===== src/hw/rtl/dre_pkg.sv =====
// Shared types and constants for the discounting rate estimator.
package dre_pkg;

    localparam int PKT_W      = 16;
    localparam int DECAY_W    = 8;
    localparam int UNIT_W     = 32;
    localparam int CFG_IDX_W  = 8;
    localparam int CFG_DATA_W = 32;
    localparam int IN_USER_W  = 3;

    localparam logic [DECAY_W-1:0] DECAY_RESET = DECAY_W'(205);
    localparam logic [UNIT_W-1:0]  UNIT_RESET  = UNIT_W'(15625);

    typedef enum logic [1:0] {
        ACT_RX_PKT  = 2'd0,
        ACT_TX_PKT  = 2'd1,
        ACT_RX_TICK = 2'd2,
        ACT_TX_TICK = 2'd3
    } action_t;

    localparam logic [CFG_IDX_W-1:0] REG_DECAY_NUM  = CFG_IDX_W'(0);
    localparam logic [CFG_IDX_W-1:0] REG_LEVEL_UNIT = CFG_IDX_W'(1);

endpackage


===== src/hw/rtl/dre_decay.sv =====
// Bit-serial multiplier that scales a counter by a Q0.8 decay factor.
module dre_decay #(
    parameter int COUNT_WIDTH = 32
) (
    input  logic                        aclk,
    input  logic                        aresetn,
    input  logic                        start,
    input  logic [COUNT_WIDTH-1:0]      count_in,
    input  logic [dre_pkg::DECAY_W-1:0] factor,
    output logic                        done,
    output logic [COUNT_WIDTH-1:0]      product
);
    import dre_pkg::*;

    localparam int ACC_W = COUNT_WIDTH + DECAY_W;
    localparam int CNT_W = $clog2(DECAY_W);

    logic [ACC_W-1:0]       acc_reg;
    logic [COUNT_WIDTH-1:0] mult_reg;
    logic [DECAY_W-1:0]     factor_reg;
    logic [CNT_W-1:0]       cnt_reg;
    logic                   busy_reg;
    logic                   done_reg;
    logic [ACC_W-1:0]       acc_next;

    // Shift-and-add, factor bits taken from the top down.
    always_comb begin
        acc_next = {acc_reg[ACC_W-2:0], 1'b0};
        if (factor_reg[DECAY_W-1]) begin
            acc_next = acc_next + ACC_W'(mult_reg);
        end
    end

    always_ff @(posedge aclk) begin
        if (!aresetn) begin
            busy_reg <= 1'b0;
            done_reg <= 1'b0;
            cnt_reg  <= '0;
        end else if (start) begin
            busy_reg   <= 1'b1;
            done_reg   <= 1'b0;
            cnt_reg    <= CNT_W'(DECAY_W - 1);
            acc_reg    <= '0;
            mult_reg   <= count_in;
            factor_reg <= factor;
        end else if (busy_reg) begin
            acc_reg    <= acc_next;
            factor_reg <= {factor_reg[DECAY_W-2:0], 1'b0};
            cnt_reg    <= cnt_reg - 1'b1;
            if (cnt_reg == '0) begin
                busy_reg <= 1'b0;
                done_reg <= 1'b1;
            end
        end
    end

    assign done    = done_reg;
    assign product = acc_reg[ACC_W-1:DECAY_W];

endmodule


===== src/hw/rtl/dre_level_div.sv =====
// Bit-serial restoring divider that yields a saturated congestion level.
module dre_level_div #(
    parameter int COUNT_WIDTH = 32,
    parameter int LEVEL_WIDTH = 8
) (
    input  logic                       aclk,
    input  logic                       aresetn,
    input  logic                       start,
    input  logic [COUNT_WIDTH-1:0]     dividend,
    input  logic [dre_pkg::UNIT_W-1:0] divisor,
    output logic                       done,
    output logic [LEVEL_WIDTH-1:0]     level
);
    import dre_pkg::*;

    localparam int BASE_W = (COUNT_WIDTH > UNIT_W) ? COUNT_WIDTH : UNIT_W;
    localparam int EW     = BASE_W + LEVEL_WIDTH;
    localparam int STEP_W = $clog2(LEVEL_WIDTH);

    logic [COUNT_WIDTH-1:0] rem_reg;
    logic [EW-1:0]          dshift_reg;
    logic [LEVEL_WIDTH-1:0] quo_reg;
    logic [STEP_W-1:0]      step_reg;
    logic                   busy_reg;
    logic                   done_reg;

    logic          saturate;
    logic          ge;
    logic [EW-1:0] diff;

    // The quotient exceeds the level range exactly when dividend >> L >= divisor;
    // a zero divisor lands here as well.
    assign saturate = EW'(dividend >> LEVEL_WIDTH) >= EW'(divisor);
    assign ge       = EW'(rem_reg) >= dshift_reg;
    assign diff     = EW'(rem_reg) - dshift_reg;

    always_ff @(posedge aclk) begin
        if (!aresetn) begin
            busy_reg <= 1'b0;
            done_reg <= 1'b0;
            step_reg <= '0;
        end else if (start) begin
            rem_reg    <= dividend;
            dshift_reg <= EW'(divisor) << (LEVEL_WIDTH - 1);
            step_reg   <= STEP_W'(LEVEL_WIDTH - 1);
            if (saturate) begin
                quo_reg  <= '1;
                busy_reg <= 1'b0;
                done_reg <= 1'b1;
            end else begin
                quo_reg  <= '0;
                busy_reg <= 1'b1;
                done_reg <= 1'b0;
            end
        end else if (busy_reg) begin
            if (ge) begin
                rem_reg <= diff[COUNT_WIDTH-1:0];
            end
            quo_reg    <= {quo_reg[LEVEL_WIDTH-2:0], ge};
            dshift_reg <= dshift_reg >> 1;
            step_reg   <= step_reg - 1'b1;
            if (step_reg == '0) begin
                busy_reg <= 1'b0;
                done_reg <= 1'b1;
            end
        end
    end

    assign done  = done_reg;
    assign level = quo_reg;

endmodule


===== src/hw/rtl/discounting_rate_estimator.sv =====
// Top level of the discounting rate estimator: counters, sequencer and ports.
//
// This block keeps a receive and a transmit byte counter for one port. Each input
// beat carries an action in tuser[1:0] (received packet, sent packet, receive decay
// tick, transmit decay tick), a send-success flag in tuser[2] and a packet length
// in tdata. Packets add their length to their direction's counter, saturating at
// the counter maximum; a failed send is ignored. A decay tick scales a started
// direction's counter by decay_num/256 (floor) and is ignored before that
// direction has seen its first counted packet. Every input beat produces exactly
// one output beat holding both congestion levels, each counter / level_unit
// saturated at the level maximum (a level_unit of zero gives the maximum). One
// item is processed at a time: after accept, a decay tick of a started direction
// first runs the Q0.8 decay as a bit-serial multiply, then both levels are divided
// in parallel by restoring dividers that produce one quotient bit per cycle (a
// level that saturates skips the serial steps), and the result is loaded into the
// output register once both are done and it is free. The output register lets the
// next item be accepted while a finished result waits. The configuration channel
// is always ready and is to be written only while the block is idle.
module discounting_rate_estimator #(
    parameter int COUNT_WIDTH = 32,
    parameter int LEVEL_WIDTH = 8
) (
    input  logic                           aclk,
    input  logic                           aresetn,

    input  logic                           s_axis_tvalid,
    output logic                           s_axis_tready,
    input  logic [dre_pkg::PKT_W-1:0]      s_axis_tdata,   // [15:0] pkt_bytes
    input  logic [dre_pkg::IN_USER_W-1:0]  s_axis_tuser,   // [1:0] action, [2] send_ok

    output logic                           m_axis_tvalid,
    input  logic                           m_axis_tready,
    output logic [((2*LEVEL_WIDTH+7)/8)*8-1:0] m_axis_tdata, // in_level, then out_level,
                                                             // zero padded

    input  logic                           cfg_valid,
    output logic                           cfg_ready,
    input  logic [dre_pkg::CFG_IDX_W-1:0]  cfg_index,
    input  logic [dre_pkg::CFG_DATA_W-1:0] cfg_data
);
    import dre_pkg::*;

    localparam int OUT_W = ((2 * LEVEL_WIDTH + 7) / 8) * 8;

    typedef enum logic [1:0] {
        ST_IDLE,
        ST_DECAY,
        ST_START,
        ST_DIV
    } state_t;

    state_t                 state_reg;
    logic [COUNT_WIDTH-1:0] rx_count_reg;
    logic [COUNT_WIDTH-1:0] tx_count_reg;
    logic                   rx_started_reg;
    logic                   tx_started_reg;
    logic                   decay_tx_reg;
    logic [DECAY_W-1:0]     decay_num_reg;
    logic [UNIT_W-1:0]      level_unit_reg;
    logic                   m_valid_reg;
    logic [OUT_W-1:0]       m_data_reg;

    logic                   in_accept;
    action_t                action;
    logic                   send_ok;
    logic [COUNT_WIDTH:0]   rx_sum;
    logic [COUNT_WIDTH:0]   tx_sum;
    logic [COUNT_WIDTH-1:0] rx_added;
    logic [COUNT_WIDTH-1:0] tx_added;
    logic                   decay_start;
    logic                   decay_done;
    logic [COUNT_WIDTH-1:0] decay_product;
    logic                   div_start;
    logic                   rx_div_done;
    logic                   tx_div_done;
    logic [LEVEL_WIDTH-1:0] in_level;
    logic [LEVEL_WIDTH-1:0] out_level;
    logic                   out_free;
    logic                   out_load;
    logic [OUT_W-1:0]       out_word;

    assign in_accept     = s_axis_tvalid && s_axis_tready;
    assign s_axis_tready = (state_reg == ST_IDLE);
    assign action        = action_t'(s_axis_tuser[1:0]);
    assign send_ok       = s_axis_tuser[2];
    assign cfg_ready     = 1'b1;

    // Saturating packet adds; the carry out marks an overflow.
    assign rx_sum   = {1'b0, rx_count_reg} + (COUNT_WIDTH + 1)'(s_axis_tdata);
    assign tx_sum   = {1'b0, tx_count_reg} + (COUNT_WIDTH + 1)'(s_axis_tdata);
    assign rx_added = rx_sum[COUNT_WIDTH] ? '1 : rx_sum[COUNT_WIDTH-1:0];
    assign tx_added = tx_sum[COUNT_WIDTH] ? '1 : tx_sum[COUNT_WIDTH-1:0];

    // A decay tick for a started direction launches the serial multiplier
    // straight from the accepting beat.
    assign decay_start = in_accept &&
                         (((action == ACT_RX_TICK) && rx_started_reg) ||
                          ((action == ACT_TX_TICK) && tx_started_reg));

    dre_decay #(
        .COUNT_WIDTH(COUNT_WIDTH)
    ) u_decay (
        .aclk     (aclk),
        .aresetn  (aresetn),
        .start    (decay_start),
        .count_in ((action == ACT_TX_TICK) ? tx_count_reg : rx_count_reg),
        .factor   (decay_num_reg),
        .done     (decay_done),
        .product  (decay_product)
    );

    // Both levels are divided in parallel from the settled counters.
    assign div_start = (state_reg == ST_START);

    dre_level_div #(
        .COUNT_WIDTH(COUNT_WIDTH),
        .LEVEL_WIDTH(LEVEL_WIDTH)
    ) u_rx_div (
        .aclk     (aclk),
        .aresetn  (aresetn),
        .start    (div_start),
        .dividend (rx_count_reg),
        .divisor  (level_unit_reg),
        .done     (rx_div_done),
        .level    (in_level)
    );

    dre_level_div #(
        .COUNT_WIDTH(COUNT_WIDTH),
        .LEVEL_WIDTH(LEVEL_WIDTH)
    ) u_tx_div (
        .aclk     (aclk),
        .aresetn  (aresetn),
        .start    (div_start),
        .dividend (tx_count_reg),
        .divisor  (level_unit_reg),
        .done     (tx_div_done),
        .level    (out_level)
    );

    always_comb begin
        out_word = '0;
        out_word[LEVEL_WIDTH-1:0]             = in_level;
        out_word[2*LEVEL_WIDTH-1:LEVEL_WIDTH] = out_level;
    end

    // The output register can take a new result when empty or being drained.
    assign out_free = !m_valid_reg || m_axis_tready;
    assign out_load = (state_reg == ST_DIV) && rx_div_done && tx_div_done && out_free;

    always_ff @(posedge aclk) begin
        if (!aresetn) begin
            state_reg      <= ST_IDLE;
            rx_count_reg   <= '0;
            tx_count_reg   <= '0;
            rx_started_reg <= 1'b0;
            tx_started_reg <= 1'b0;
            decay_tx_reg   <= 1'b0;
            decay_num_reg  <= DECAY_RESET;
            level_unit_reg <= UNIT_RESET;
            m_valid_reg    <= 1'b0;
        end else begin
            if (cfg_valid && cfg_ready) begin
                unique case (cfg_index)
                    REG_DECAY_NUM:  decay_num_reg  <= cfg_data[DECAY_W-1:0];
                    REG_LEVEL_UNIT: level_unit_reg <= cfg_data[UNIT_W-1:0];
                    default: ;
                endcase
            end

            // A new result replaces the one being drained in the same cycle.
            if (out_load) begin
                m_valid_reg <= 1'b1;
                m_data_reg  <= out_word;
            end else if (m_valid_reg && m_axis_tready) begin
                m_valid_reg <= 1'b0;
            end

            unique case (state_reg)
                ST_IDLE: begin
                    if (in_accept) begin
                        state_reg <= decay_start ? ST_DECAY : ST_START;
                        decay_tx_reg <= (action == ACT_TX_TICK);
                        case (action)
                            ACT_RX_PKT: begin
                                rx_started_reg <= 1'b1;
                                rx_count_reg   <= rx_added;
                            end
                            ACT_TX_PKT: begin
                                if (send_ok) begin
                                    tx_started_reg <= 1'b1;
                                    tx_count_reg   <= tx_added;
                                end
                            end
                            default: ;
                        endcase
                    end
                end
                ST_DECAY: begin
                    if (decay_done) begin
                        if (decay_tx_reg) begin
                            tx_count_reg <= decay_product;
                        end else begin
                            rx_count_reg <= decay_product;
                        end
                        state_reg <= ST_START;
                    end
                end
                ST_START: begin
                    state_reg <= ST_DIV;
                end
                ST_DIV: begin
                    if (out_load) begin
                        state_reg <= ST_IDLE;
                    end
                end
                default: state_reg <= ST_IDLE;
            endcase
        end
    end

    assign m_axis_tvalid = m_valid_reg;
    assign m_axis_tdata  = m_data_reg;

    // An accepted beat always leaves the idle state.
    assert property (@(posedge aclk) disable iff (!aresetn)
        in_accept |=> (state_reg != ST_IDLE))
        else $error("item accepted but sequencer stayed idle");

    // A direction that has not started still holds a zero counter.
    assert property (@(posedge aclk) disable iff (!aresetn)
        !rx_started_reg |-> (rx_count_reg == '0))
        else $error("receive counter moved before receive direction started");

    assert property (@(posedge aclk) disable iff (!aresetn)
        !tx_started_reg |-> (tx_count_reg == '0))
        else $error("transmit counter moved before transmit direction started");

    // A new result appears only after both divisions finished.
    assert property (@(posedge aclk) disable iff (!aresetn)
        $rose(m_valid_reg) |-> $past(state_reg == ST_DIV && rx_div_done && tx_div_done))
        else $error("result presented without completed divisions");

endmodule

===== config.mk =====
export PLATFORM = sky130hd
export DESIGN_NAME = discounting_rate_estimator
export DESIGN_NICKNAME = d
export VERILOG_FILES = /design/src/hw/rtl/dre_pkg.sv /design/src/hw/rtl/dre_decay.sv /design/src/hw/rtl/dre_level_div.sv /design/src/hw/rtl/discounting_rate_estimator.sv
export SDC_FILE = /design/constraint.sdc
export NUM_CORES = 1
export LEC_CHECK = 0
export ABC_AREA = 1
export BUFFER_PORTS_ARGS = -buffer_cell sky130_fd_sc_hd__buf_2
export CORE_MARGIN = 1.5
export CORE_UTILIZATION = 60
export CTS_BUF_LIST = sky130_fd_sc_hd__clkbuf_8
export CTS_CLUSTER_SIZE = 20
export DETAILED_ROUTE_END_ITERATION = 10
export GPL_TIMING_DRIVEN = 0
export PLACE_DENSITY = 0.77
export REMOVE_ABC_BUFFERS = 1
export SYNTH_ARGS = -nofsm -noshare
export SYNTH_HDL_FRONTEND = slang
export SYNTH_SLANG_ARGS = --single-unit
export TNS_END_PERCENT = 10

===== constraint.sdc =====
create_clock -name aclk -period 16.8 [get_ports aclk]
set_clock_uncertainty 0.2 [all_clocks]
set_input_delay 0 -clock aclk [delete_from_list [all_inputs] [get_ports aclk]]
set_output_delay 0 -clock aclk [all_outputs]
set_load 0.1 [all_outputs]

==> impl_summary.txt, run 1 <==
----------------------------------------------------
[Run status]
  Outcome ... complete, no violations

[Timing]
  Tcrit/Tclk final ... 30.1%
  Total count of max-transition violations in the final report ... 0
  Total count of hold-check failures in the final report ... 0
  Post-route worst hold slack ... 68.8 ps
  Setup violators final ... 0
  Worst-case setup margin in the final layout ... 11740 ps
  Upper clock frequency limit ... 198 MHz
  Final TNS setup ... 0 ps
  Final Critical Period ... 5060 ps
  Pin slew with the least headroom to its limit ... 1330 ps
  Tightest slew margin relative to the limit ... 11.6%
  Unrepaired setup endpoints after global routing ... no

[Logic synthesis]
  Gate count of the mapped netlist ... 3717
  Fraction of registers with async set/reset ... 0%
  Share of synthesized area occupied by flip-flops and latches ... 38.3%
  Number of synthesized register bits ... 379
  Syn_area_per_cell ... 7.11 um2
  Number of synthesis warnings ... 0
  Fraction of synthesized cell area taken by the top area cell type ... 28.8%
  Netlist area before placement ... 26400 um2
  Predominant post-synthesis flop cell ... edfxtp_1
  Top cells by area, synth ... edfxtp_1 (29%), nand2_1 (14%), dfxtp_1 (9.5%)
  Number of synthesized flops with an enable pin ... 254
  Cell type with the largest total area after synthesis ... edfxtp_1
  Netlist cell types ... 48

[Worst setup path]
  Slowest stage cell, crit path ... inv_1
  Critical Path End Type ... register
  Reg2Reg Launch Point ... state_reg[1]
  Type of element launching the critical path ... register
  Largest stage delay on the critical path ... 1140 ps
  Worst-path cell chain ... inv_1 -> ha_2 -> inv_2 -> o21ai_0 -> nand3_2 -> inv_1 -> o21ai_0 -> a21oi_1
  Cell count of the worst reg-to-reg path ... 8
  Worst R2R End ... tx_count_reg[29]
  Worst reg2reg setup slack ... 11740 ps
  Arr. time, crit path ... 5440 ps
  Worst Path Class, Setup ... reg2reg
  Critical path required time ... 17180 ps
  Crit Path Max Fanout ... 67

[Power]
  Leak pwr ... 14.3 nW
  Max rail drop VDD ... 168 uV
  PnR Total Power ... 4.24 mW
  Power density normalized to cell area ... 139 nW/um2

[Floorplanning]
  Top-level port count ... 83
  Initial core utilization ... 61.1%
  Number of core rows ... 76
  Core area ... 43300 um2
  Width of the die ... 213 um
  Die footprint ... 45300 um2
  Die height ... 213 um

[Layout]
  Top library cells by usage in the layout, fill and taps aside ... nand2_1 (1001), inv_1 (522), nor2_1 (398), o21ai_0 (334), a21oi_1 (273)
  Fraction of layout instances using a drive strength above 1 ... 6.66%
  P&R area growth vs syn ... 15.0%
  Finished Layout Cells ... 4568
  Max reg flops ... 40
  Final Core Density ... 70.3%
  Commonest non-fill, non-tap cell in the layout ... nand2_1
  Final instance area ... 30400 um2
  Number of nets in the finished design ... 4181

[Drt]
  Number of remaining DRC errors ... 0
  Met1 layer wirelength in the final routing ... 39700 um
  Number of vias per cell after detailed routing ... 5.83
  Routed wire length on met2 ... 37700 um
  Number of DRC violations after detailed-routing iteration 0 ... 3263
  Highest metal used ... met4
  Met3 routed WL ... 9860 um
  ANT nets after route ... 0
  DR vias ... 26.6k
  Iteration count of the initial detailed-routing pass ... 6
  Post-DR wirelength/cell ... 19.9 um
  Total detailed-routing wirelength ... 90800 um

[Clock network]
  TritonCTS buffer count ... 68
  Depth of the CTS H-tree ... 3
  Latest clock arrival within the worst-skew pair ... 680 ps
  Num Clock Sinks ... 379
  Clock tree from TritonCTS ... yes
  Setup bufs post-CTS ... 0
  Clock Tree Root ... clkbuf_8
  Deepest clock path buffer count ... 3
  Clock-pin slew of the registers on the worst-case setup and hold paths ... 60 ps

[Placed design]
  Total half-perimeter wirelength after legalization and detailed placement ... 64100 um
  # placed instances ... 4297
  Number of buffer cells added on primary ports ... 81
  Pre-CTS setup slack ... 11300 ps
  Placed standard-cell area ... 27600 um2
  Gp weighted congestion ... 0.996

[Worst hold path]
  Tightest Hold Check Type ... in2reg
  Min-Delay Startpoint ... cfg_data[9]
  Cell depth of the worst hold path ... 4
  Hold endpoint ... level_unit_reg[9]

[GRT]
  Aggregate global routing overflow ... 0
  Total GRT Usage ... 40.0%
  Antenna violations before repair ... 3
  Number of global-route vias before repair ... 24.0k
  Largest net degree at the start of global routing ... 95
  First-pass GRT wire length ... 137000 um

[Job]
  Max Cap Viol ... 0

----------------------------------------------------
worst max path at each step:
stage / cells after the start / end / startpoint
after floorplan: 6 / u_rx_div.rem_reg[0] / state_reg[0]
after global placement: 6 / u_tx_div.rem_reg[23] / state_reg[0]
after detailed placement: 8 / tx_count_reg[1] / state_reg[1]
after CTS: 8 / tx_count_reg[30] / state_reg[1]
after global routing: 8 / tx_count_reg[29] / state_reg[1]
final: 8 / tx_count_reg[29] / state_reg[1]
cells by family (layout without fill, tap and decap cells):
| logic type | after synthesis | count (layout) | synth area share (%) |
|---|---|---|---|
| buffers and inverters | 601 | 864 | 8.69 |
| XOR/XNOR | 48 | 48 | 1.59 |
| AO/OA/AOI/OAI | 696 | 696 | 14.0 |
| adder cells (fa/ha/maj) | 190 | 190 | 9.13 |
| flip-flops | 379 | 379 | 38.3 |
| AND/OR/NAND/NOR | 1802 | 1802 | 28.3 |
| other | 1 | 4 | 0.0142 |
worst max-delay path: cells and delay by family, from the launching register on:
kind,cells,cell delay (ps)
flip-flops,1,380
buffers and inverters,3,1960
adder cells (fa/ha/maj),1,650
AO/OA/AOI/OAI,3,1010
AND/OR/NAND/NOR,1,720
timing repair:
item,in CTS,in global routing
hold endpoints to repair,140,0
resized for setup,0,0
hold buffers,144,0
area by class of cell:
cell class              count  area, um2
diodes                      3       7.51
clock buffers              73       1000
clock inverters            50        343
fillers                  3558      12900
inverters                 501       1880
multi-input cells        2737      14100
flip-flops and latches    379      10100
well taps                 585        732
repair buffers            240       2200
layer usage:
layer	vias up	GRT usage, %
li1	12700	-
met2	1529	58.1
met1	12200	57.3
met5	-	0
met3	232	9.22
met4	0	15.7
report_power, final:
| part | internal (mW) | leakage [nW] | switching, mW | total, mW |
|---|---|---|---|---|
| Combinational | 0.611 | 10.2 | 1.31 | 1.92 |
| Sequential | 1.26 | 3.35 | 0.172 | 1.43 |
| Clock | 0.467 | 0.783 | 0.422 | 0.889 |
cells in the mapped netlist, types with 9 or more instances:
master    count
inv_1       494
nand2_1    1002
o21a_1        9
nor4_1       10
o211ai_1     17
clkbuf_1     81
dfxtp_1     125
a21oi_2      10
o21bai_1     15
edfxtp_1    254
a21oi_1     275
nand2_2      14
ha_1        185
nor3_1       46
nand3_1     237
or2_2        28
a21o_1       12
xor2_1       34
nor2_1      403
nand3b_1     10
nand4_1      34
xnor2_1      14
o21ai_0     334
Note: power is estimated with default switching activity, not from simulation.
==> run 2: changes to the inputs <==
Clock period 16.8 ns to 4.77 ns, I/O delays scaled along.
==> run 2 against run 1 <==
Register-to-register slack got worse by 11000 ps. Clock power rose to 3.5 times the previous value. Via count rose by 0.66%. Critical path type unchanged. First-iteration DRC count is 1.5% higher. Setup slack got worse by 11000 ps. Flip-flop and latch count stayed put. Worst hold slack improved by 6.9 ps. Die area is the same.
==> impl_summary.txt, run 2 (synthesis gave the netlist of run 1 again) <==
----------------------------------------------------
[Worst setup path]
  Critical path required time ... 4950 ps
  Crit Path Max Fanout ... 35
  Type of element launching the critical path ... register
  Largest stage delay on the critical path ... 1020 ps
  Worst Path Class, Setup ... reg2reg
  Total buffers and inverters traversed by the critical path ... 3
  Crit path max-delay family ... simple AND/OR/NAND/NOR gates
  Critical Path End Type ... register
  Arr. time, crit path ... 4700 ps
  Slowest stage cell, crit path ... nand2_1
  Worst-path cell chain ... inv_1 -> ha_1 -> nand2_1 -> nor2_1 -> nand2_1 -> clkinv_2 -> nor2_1 -> nor2_4 -> buf_12

[Drt]
  Post-DR wirelength/cell ... 19.9 um
  DR vias ... 26.8k
  Number of DRC violations after detailed-routing iteration 0 ... 3312
  Number of remaining DRC errors ... 0
  Total detailed-routing wirelength ... 90800 um
  Number of vias per cell after detailed routing ... 5.87
  ANT nets after route ... 0
  Iteration count of the initial detailed-routing pass ... 6

[GRT]
  Aggregate global routing overflow ... 0
  Number of global-route vias before repair ... 24.0k
  Antenna violations before repair ... 1
  First-pass GRT wire length ... 137000 um
  Total GRT Usage ... 39.9%
  Largest net degree at the start of global routing ... 95

[Layout]
  Number of nets in the finished design ... 4181
  Area of the multi-input gates ... 14100 um2
  Sequential cell area in the final layout ... 10100 um2
  Top library cells by usage in the layout, fill and taps aside ... nand2_1 (1001), inv_1 (521), nor2_1 (398), o21ai_0 (334), a21oi_1 (273)
  Number of fillers in the final layout ... 3553
  Finished Layout Cells ... 4566
  Max reg flops ... 40
  Fraction of layout instances using a drive strength above 1 ... 6.71%
  P&R area growth vs syn ... 14.9%
  Commonest non-fill, non-tap cell in the layout ... nand2_1

[Power]
  Max rail drop VDD ... 596 uV
  Power density normalized to cell area ... 491 nW/um2
  Leak pwr ... 14.3 nW

[Clock network]
  Clock-pin slew of the registers on the worst-case setup and hold paths ... 60 ps
  Deepest clock path buffer count ... 3
  Depth of the CTS H-tree ... 3
  Latest clock arrival within the worst-skew pair ... 680 ps
  Num Clock Sinks ... 379
  Clock Tree Root ... clkbuf_8
  Clock tree from TritonCTS ... yes
  TritonCTS buffer count ... 68

[Timing]
  Tightest slew margin relative to the limit ... 4.78%
  Final Critical Period ... 4520 ps
  Pin slew with the least headroom to its limit ... 1420 ps
  Total count of max-transition violations in the final report ... 0
  Unrepaired setup endpoints after global routing ... no
  Upper clock frequency limit ... 221 MHz
  Total count of hold-check failures in the final report ... 0
  Tcrit/Tclk final ... 94.7%
  Worst-case setup margin in the final layout ... 251 ps
  Setup violators final ... 0

[Placed design]
  Number of buffer cells added on primary ports ... 81
  Gp weighted congestion ... 0.996
  Pre-CTS setup slack ... -728 ps
  # placed instances ... 4297
  Total half-perimeter wirelength after legalization and detailed placement ... 64100 um

[Floorplanning]
  Top-level port count ... 83
  Core area ... 43300 um2
  Width of the die ... 213 um
  Initial core utilization ... 61.1%
  Die footprint ... 45300 um2
  Number of core rows ... 76
  Die height ... 213 um

[Run status]
  Outcome ... complete, no violations

[Worst hold path]
  Tightest Hold Check Type ... in2reg

[Job]
  Max Cap Viol ... 0

----------------------------------------------------
[run 2: timing repair]
item	in CTS	in global routing
cloned	0	1
gates resized for setup	3	3
setup endpoints to repair	97	50
setup buffers	0	0
endpoints found under the hold margin	140	0
hold buffers	144	0
[run 2: worst reg2reg max path: stages (launching register included)]
cell	delay, ps
dfxtp_1	430
inv_1	130
ha_1	310
nand2_1	120
nor2_1	50
nand2_1	1020
clkinv_2	990
nor2_1	490
nor2_4	190
buf_12	270
[run 2: worst paths after layout]
| check | cells past startpoint | to | slack (ps) | startpoint |
|---|---|---|---|---|
| setup reg to reg | 9 | u_decay.acc_reg[39] | 250 | state_reg[0] |
| hold reg to reg | 0 | m_axis_tdata[7] | 230 | u_rx_div.level[7] |
| hold / removal | 4 | level_unit_reg[9] | 80 | cfg_data[9] |
| setup / recovery | 9 | u_decay.acc_reg[39] | 250 | state_reg[0] |
[run 2: per-layer routing]
metal | part of all wire, % | track usage, % | vias up | routed length (um)
li1 | - | - | 12700 | -
met1 | 44 | 57.3 | 12300 | 40000
met2 | 41 | 58.0 | 1563 | 37600
met3 | 10 | 8.87 | 246 | 9420
met4 | 4.2 | 16.0 | 0 | 3790
met5 | 0 | 0 | - | 0
[run 2: area by class of cell]
class                   count  area share, %
diodes                      1        0.00824
clock buffers              73           3.31
clock inverters            50           1.13
inverters                 501           6.22
multi-input cells        2737           46.4
flip-flops and latches    379           33.3
well taps                 585           2.41
repair buffers            239           7.17
repair inverters            1         0.0247
[run 2: stage by stage]
| stage | cell area (um2) | power, mW | setup TNS [ps] | util, % | hold WS (ps) |
|---|---|---|---|---|---|
| after floorplan | 26000 | 9.27 | -424630 | - | -116 |
| after global placement | 27200 | 11.2 | -1444140 | 62.8 | 19.2 |
| after detailed placement | 27600 | 11.4 | -28420 | 63.7 | 20.0 |
| after CTS | 30400 | 14.6 | 0 | 70.2 | 13.2 |
| after global routing | 30400 | 15.8 | 0 | 70.2 | 90.7 |
| final | 30400 | 14.9 | 0 | 70.2 | 75.7 |
[run 2: report_power, final]
group          switching [mW]  internal [mW]
Combinational            4.62           2.15
Sequential              0.604           4.43
Clock                    1.47           1.64
